### src/design/rtm_pkg.sv
`default_nettype none
package rtm_pkg;
    localparam int unsigned EXP_BITS_DEF = 31;
    localparam logic [29:0] MODP = 30'd1000000007;
    localparam int DIM = 3;
    typedef logic [29:0] t_elem;
endpackage
`default_nettype wire

### src/design/rtm_mulmod.sv
`default_nettype none
// Modular multiplier, three register stages: product, quotient estimate, remainder.
// Two conditional subtracts at the output finish the reduction.
module rtm_mulmod
    import rtm_pkg::*;
(
    input  wire logic  i_clk,
    input  wire t_elem i_a,
    input  wire t_elem i_b,
    output t_elem      o_p
);
    // floor(2^61 / P); product < 2^60, so product >> 29 fits in 31 bits.
    localparam logic [63:0] RECIP_FULL = (64'd1 << 61) / {34'd0, MODP};
    localparam logic [31:0] RECIP = RECIP_FULL[31:0];
    logic [59:0] r_prod;
    logic [31:0] r_plo;
    logic [29:0] r_q;
    logic [31:0] r_rem;
    logic [62:0] q_full;
    logic [31:0] rem1;
    logic [31:0] rem2;
    logic        unused;

    // q = floor((x >> 29) * RECIP / 2^32) underestimates x / P by at most 2,
    // so the remainder stays below 3P and fits in 32 bits.
    always_comb begin
        q_full = {32'd0, r_prod[59:29]} * {31'd0, RECIP};
    end

    always_ff @(posedge i_clk) begin
        r_prod <= {30'd0, i_a} * {30'd0, i_b};
        r_plo  <= r_prod[31:0];
        r_q    <= q_full[61:32];
        r_rem  <= r_plo - ({2'd0, r_q} * {2'd0, MODP});
    end

    always_comb begin
        rem1 = (r_rem >= {2'd0, MODP}) ? r_rem - {2'd0, MODP} : r_rem;
        rem2 = (rem1 >= {2'd0, MODP}) ? rem1 - {2'd0, MODP} : rem1;
    end
    assign o_p = rem2[29:0];
    assign unused = ^{q_full[62], q_full[31:0], rem2[31:30]};
endmodule
`default_nettype wire

### config.mk
export PLATFORM = sky130hd
export DESIGN_NAME = rtm_mulmod
export DESIGN_NICKNAME = d
export VERILOG_FILES = /design/src/design/rtm_pkg.sv /design/src/design/rtm_mulmod.sv
export SDC_FILE = /design/constraint.sdc
export NUM_CORES = 2
export LEC_CHECK = 0
export BUFFER_PORTS_ARGS = -buffer_cell sky130_fd_sc_hd__buf_4
export CAP_MARGIN = 20
export CORE_ASPECT_RATIO = 1.2
export CORE_UTILIZATION = 60
export CTS_CLUSTER_SIZE = 25
export DETAILED_ROUTE_END_ITERATION = 8
export GPL_TIMING_DRIVEN = 1
export PLACE_DENSITY_LB_ADDON = 0.12
export SETUP_SLACK_MARGIN = 0.05
export SKIP_CTS_REPAIR_TIMING = 1
export SLEW_MARGIN = 15
export SYNTH_ARGS = -nofsm -noshare
export SYNTH_HDL_FRONTEND = slang
export SYNTH_SLANG_ARGS = --single-unit
### constraint.sdc
create_clock -name i_clk -period 18 [get_ports i_clk]
set_input_delay 2.7 -clock i_clk [delete_from_list [all_inputs] [get_ports i_clk]]
set_output_delay 2.7 -clock i_clk [all_outputs]
set_load 0.05 [all_outputs]
==> flow_metrics.env <==
export IMPL_outcome="completed"
export IMPL_hp_start="r_prod[9]"
export IMPL_cts_buffers=17
export IMPL_ys_top_cells_by_area="fa_1 (45%), ha_1 (18%), inv_1 (10%)"
export IMPL_die_area_um2=96300
export IMPL_num_vias=38500
export IMPL_die_width_um=283
export IMPL_tritoncts="yes"
export IMPL_syn_cell_area_um2=57000
export IMPL_drtIter0Drc=2224
export IMPL_setup_viol=0
export IMPL_crit_arrival_ns=10.91
export IMPL_io_pins=91
export IMPL_gp_congestion=0.957
export IMPL_fin_tns_setup_ns=0
export IMPL_fin_crit_ns=10.57
export IMPL_drive_gt1_share_pct=2.90
export IMPL_clk_latency_ns=0.46
export IMPL_avgSynthCellArea_um2=9.54
export IMPL_core_um2=94000
export IMPL_endpoint_kind="register"
export IMPL_syn_to_final_growth_pct=3.65
export IMPL_nets=8038
export IMPL_synth_edf_count=0
export IMPL_cts_root_buffer="clkbuf_16"
export IMPL_htree_levels=4
export IMPL_grt_max_degree=31
export IMPL_yosys_register_bits=154
export IMPL_fmax_mhz=94.6
export IMPL_critical_path_class="input pin to register"
export IMPL_path_clk_slew_ns=0.07
export IMPL_synthDistinctLibCells=83
export IMPL_worst_path_max_fanout=30
export IMPL_hold_end="r_plo[9]"
export IMPL_synth_nets=8131
export IMPL_routedWlPerCell_um=19.6
export IMPL_worst_pin_slew_ns=0.995
export IMPL_hold_depth=0
export IMPL_io_buffers=90
export IMPL_yosysTopAreaCellShare_pct=44.8
export IMPL_r2r_end="r_q[28]"
export IMPL_slew_headroom_pct=33.6
export IMPL_syn_inst=5980
export IMPL_start_kind="input pin"
export IMPL_rows=123
export IMPL_drtPass1Iterations=5
export IMPL_finalMaxSlewViolations=0
export IMPL_synthArstFlopShare_pct=0
export IMPL_initial_utilization_pct=60.7
export IMPL_ys_seq_area_share_pct=5.40
export IMPL_cts_path_max_buffers=2
export IMPL_hp_class="register to register"
export IMPL_hold_violations=0
export IMPL_worst_r2r_startpoint="r_prod[43]"
export IMPL_min_period_over_period_pct=58.7
export IMPL_wirelength_mm=140
export IMPL_yosysTopAreaCell="fa_1"
export IMPL_ys_flop_type="dfxtp_1"
export IMPL_clock_sinks=154
export IMPL_r2r_slack_ns=9.39
export IMPL_drv_cap=0
export IMPL_overflow=0
export IMPL_required_ns=18.34
export IMPL_antenna_found_initial=1
export IMPL_drcViolationCount=0
export IMPL_vias_per_cell=5.39
export IMPL_finalClockSkew_ns=0.0161
export IMPL_grt_pass1_vias=42300
export IMPL_die_height_um=340
export IMPL_hpwlAfterDp_mm=118
export IMPL_grt_first_pass_wirelength_mm=229
export IMPL_grt_setup_unrepaired="no"
export IMPL_r2r_cells=27
export IMPL_ys_warn_count=0
export IMPL_antenna_left=0
export IMPL_diodes=0
export IMPL_gr_usage_all_layers_pct=30.6
==> synth_stat cells, types with 7 or more instances <==
| cell type | count |
|---|---|
| a211o_1 | 8 |
| a211oi_1 | 18 |
| a21boi_0 | 7 |
| a21o_1 | 60 |
| a21oi_1 | 122 |
| a221oi_1 | 7 |
| a31oi_1 | 14 |
| and2_1 | 537 |
| and3_1 | 15 |
| buf_2 | 16 |
| clkbuf_1 | 192 |
| dfxtp_1 | 154 |
| fa_1 | 1276 |
| ha_1 | 814 |
| inv_1 | 1593 |
| nand2_1 | 468 |
| nand2b_1 | 28 |
| nand3_1 | 32 |
| nand4_1 | 16 |
| nor2_1 | 98 |
| nor2b_1 | 18 |
| nor3_1 | 27 |
| o211ai_1 | 13 |
| o21a_1 | 22 |
| o21ai_0 | 62 |
| o21bai_1 | 12 |
| o31ai_1 | 11 |
| or2_2 | 12 |
| or3_1 | 7 |
| xnor2_1 | 153 |
| xor2_1 | 48 |
==> worst max-delay path, stage by stage <==
cell and delay [ns]:
buf_4 0.33, and2_1 0.21, fa_1 0.44, fa_1 0.49, fa_1 0.51, inv_1 0.05, fa_1 0.47, inv_1 0.05
fa_1 0.50, fa_1 0.51, fa_1 0.50, inv_1 0.05, fa_1 0.47, inv_1 0.04, ha_1 0.43, nand3_1 0.14
nor4_1 0.28, nand3b_1 0.22, a211oi_1 0.78, a31oi_1 0.26, o31ai_1 0.51, a2111oi_0 0.26, nor4_1 0.33, o31ai_1 0.11
nor2b_1 0.14, xnor2_1 0.12
==> sequential cells by signal, summed over array words and instances, names as in the netlist <==
register / cells
r_q: 30
r_rem: 32
r_plo: 32
r_prod: 60
==> worst max-delay path by stage <==
stage	start	to	slack, ns	depth (start not counted)
after floorplan	i_b[21]	r_prod[57]	8.11	29
after global placement	i_a[12]	r_prod[59]	7.00	28
after detailed placement	i_a[12]	r_prod[59]	6.97	28
after CTS	i_a[12]	r_prod[59]	7.42	28
after global routing	i_a[13]	r_prod[59]	7.00	26
final	i_a[16]	r_prod[59]	7.43	26
==> cells in the final DEF, fill, tap and decap left out, drive strengths merged, types with 67 or more instances in the layout <==
cell   Yosys  final
inv     1593   1601
fa      1276   1276
ha       814    814
and2     537    537
nand2    468    468
dfxtp    154    154
xnor2    153    153
a21oi    124    124
buf       19    100
nor2      99     99
o21ai     67     67
==> cells by family (layout without fill, tap and decap cells) <==
group | count (synthesis) | after routing | share of synthesized area [%]
fa+ha+maj | 2091 | 2091 | 62.7
buf+inv | 1805 | 1725 | 11.9
simple gates | 1292 | 1292 | 11.7
compound gates | 433 | 433 | 5.13
xor+xnor | 201 | 201 | 3.09
flops | 154 | 154 | 5.40
mux | 4 | 4 | 0.0768
==> layer usage <==
| metal | track usage, % | share of wire (%) |
|---|---|---|
| met1 | 41.4 | 43 |
| met2 | 51.1 | 47 |
| met3 | 4.96 | 7.0 |
| met4 | 8.95 | 2.9 |
| met5 | 0 | 0.0057 |
==> cell type report <==
class | count | area (µm²)
inverters | 1593 | 5980
flip-flops and latches | 154 | 3080
clock buffers | 17 | 425
clock inverters | 15 | 173
multi-input cells | 4021 | 47200
well taps | 1250 | 1560
fillers | 8032 | 34900
repair buffers | 100 | 751
==> stage by stage <==
stage,setup slack [ns],instances,hold WS (ns),utilization [%],area (µm²)
finish,7.43,7150,0.325,62.9,59100
global route,7.00,7150,0.330,62.9,59100
CTS,7.42,7150,0.328,62.9,59100
detailed placement,6.97,7118,0.312,62.2,58500
global placement,7.00,7118,0.311,62.2,58500
floorplan,8.11,5980,0.310,-,57000
Power is not shown: default switching activity piles up to over one toggle a cycle in this logic, so the estimate is an artifact.
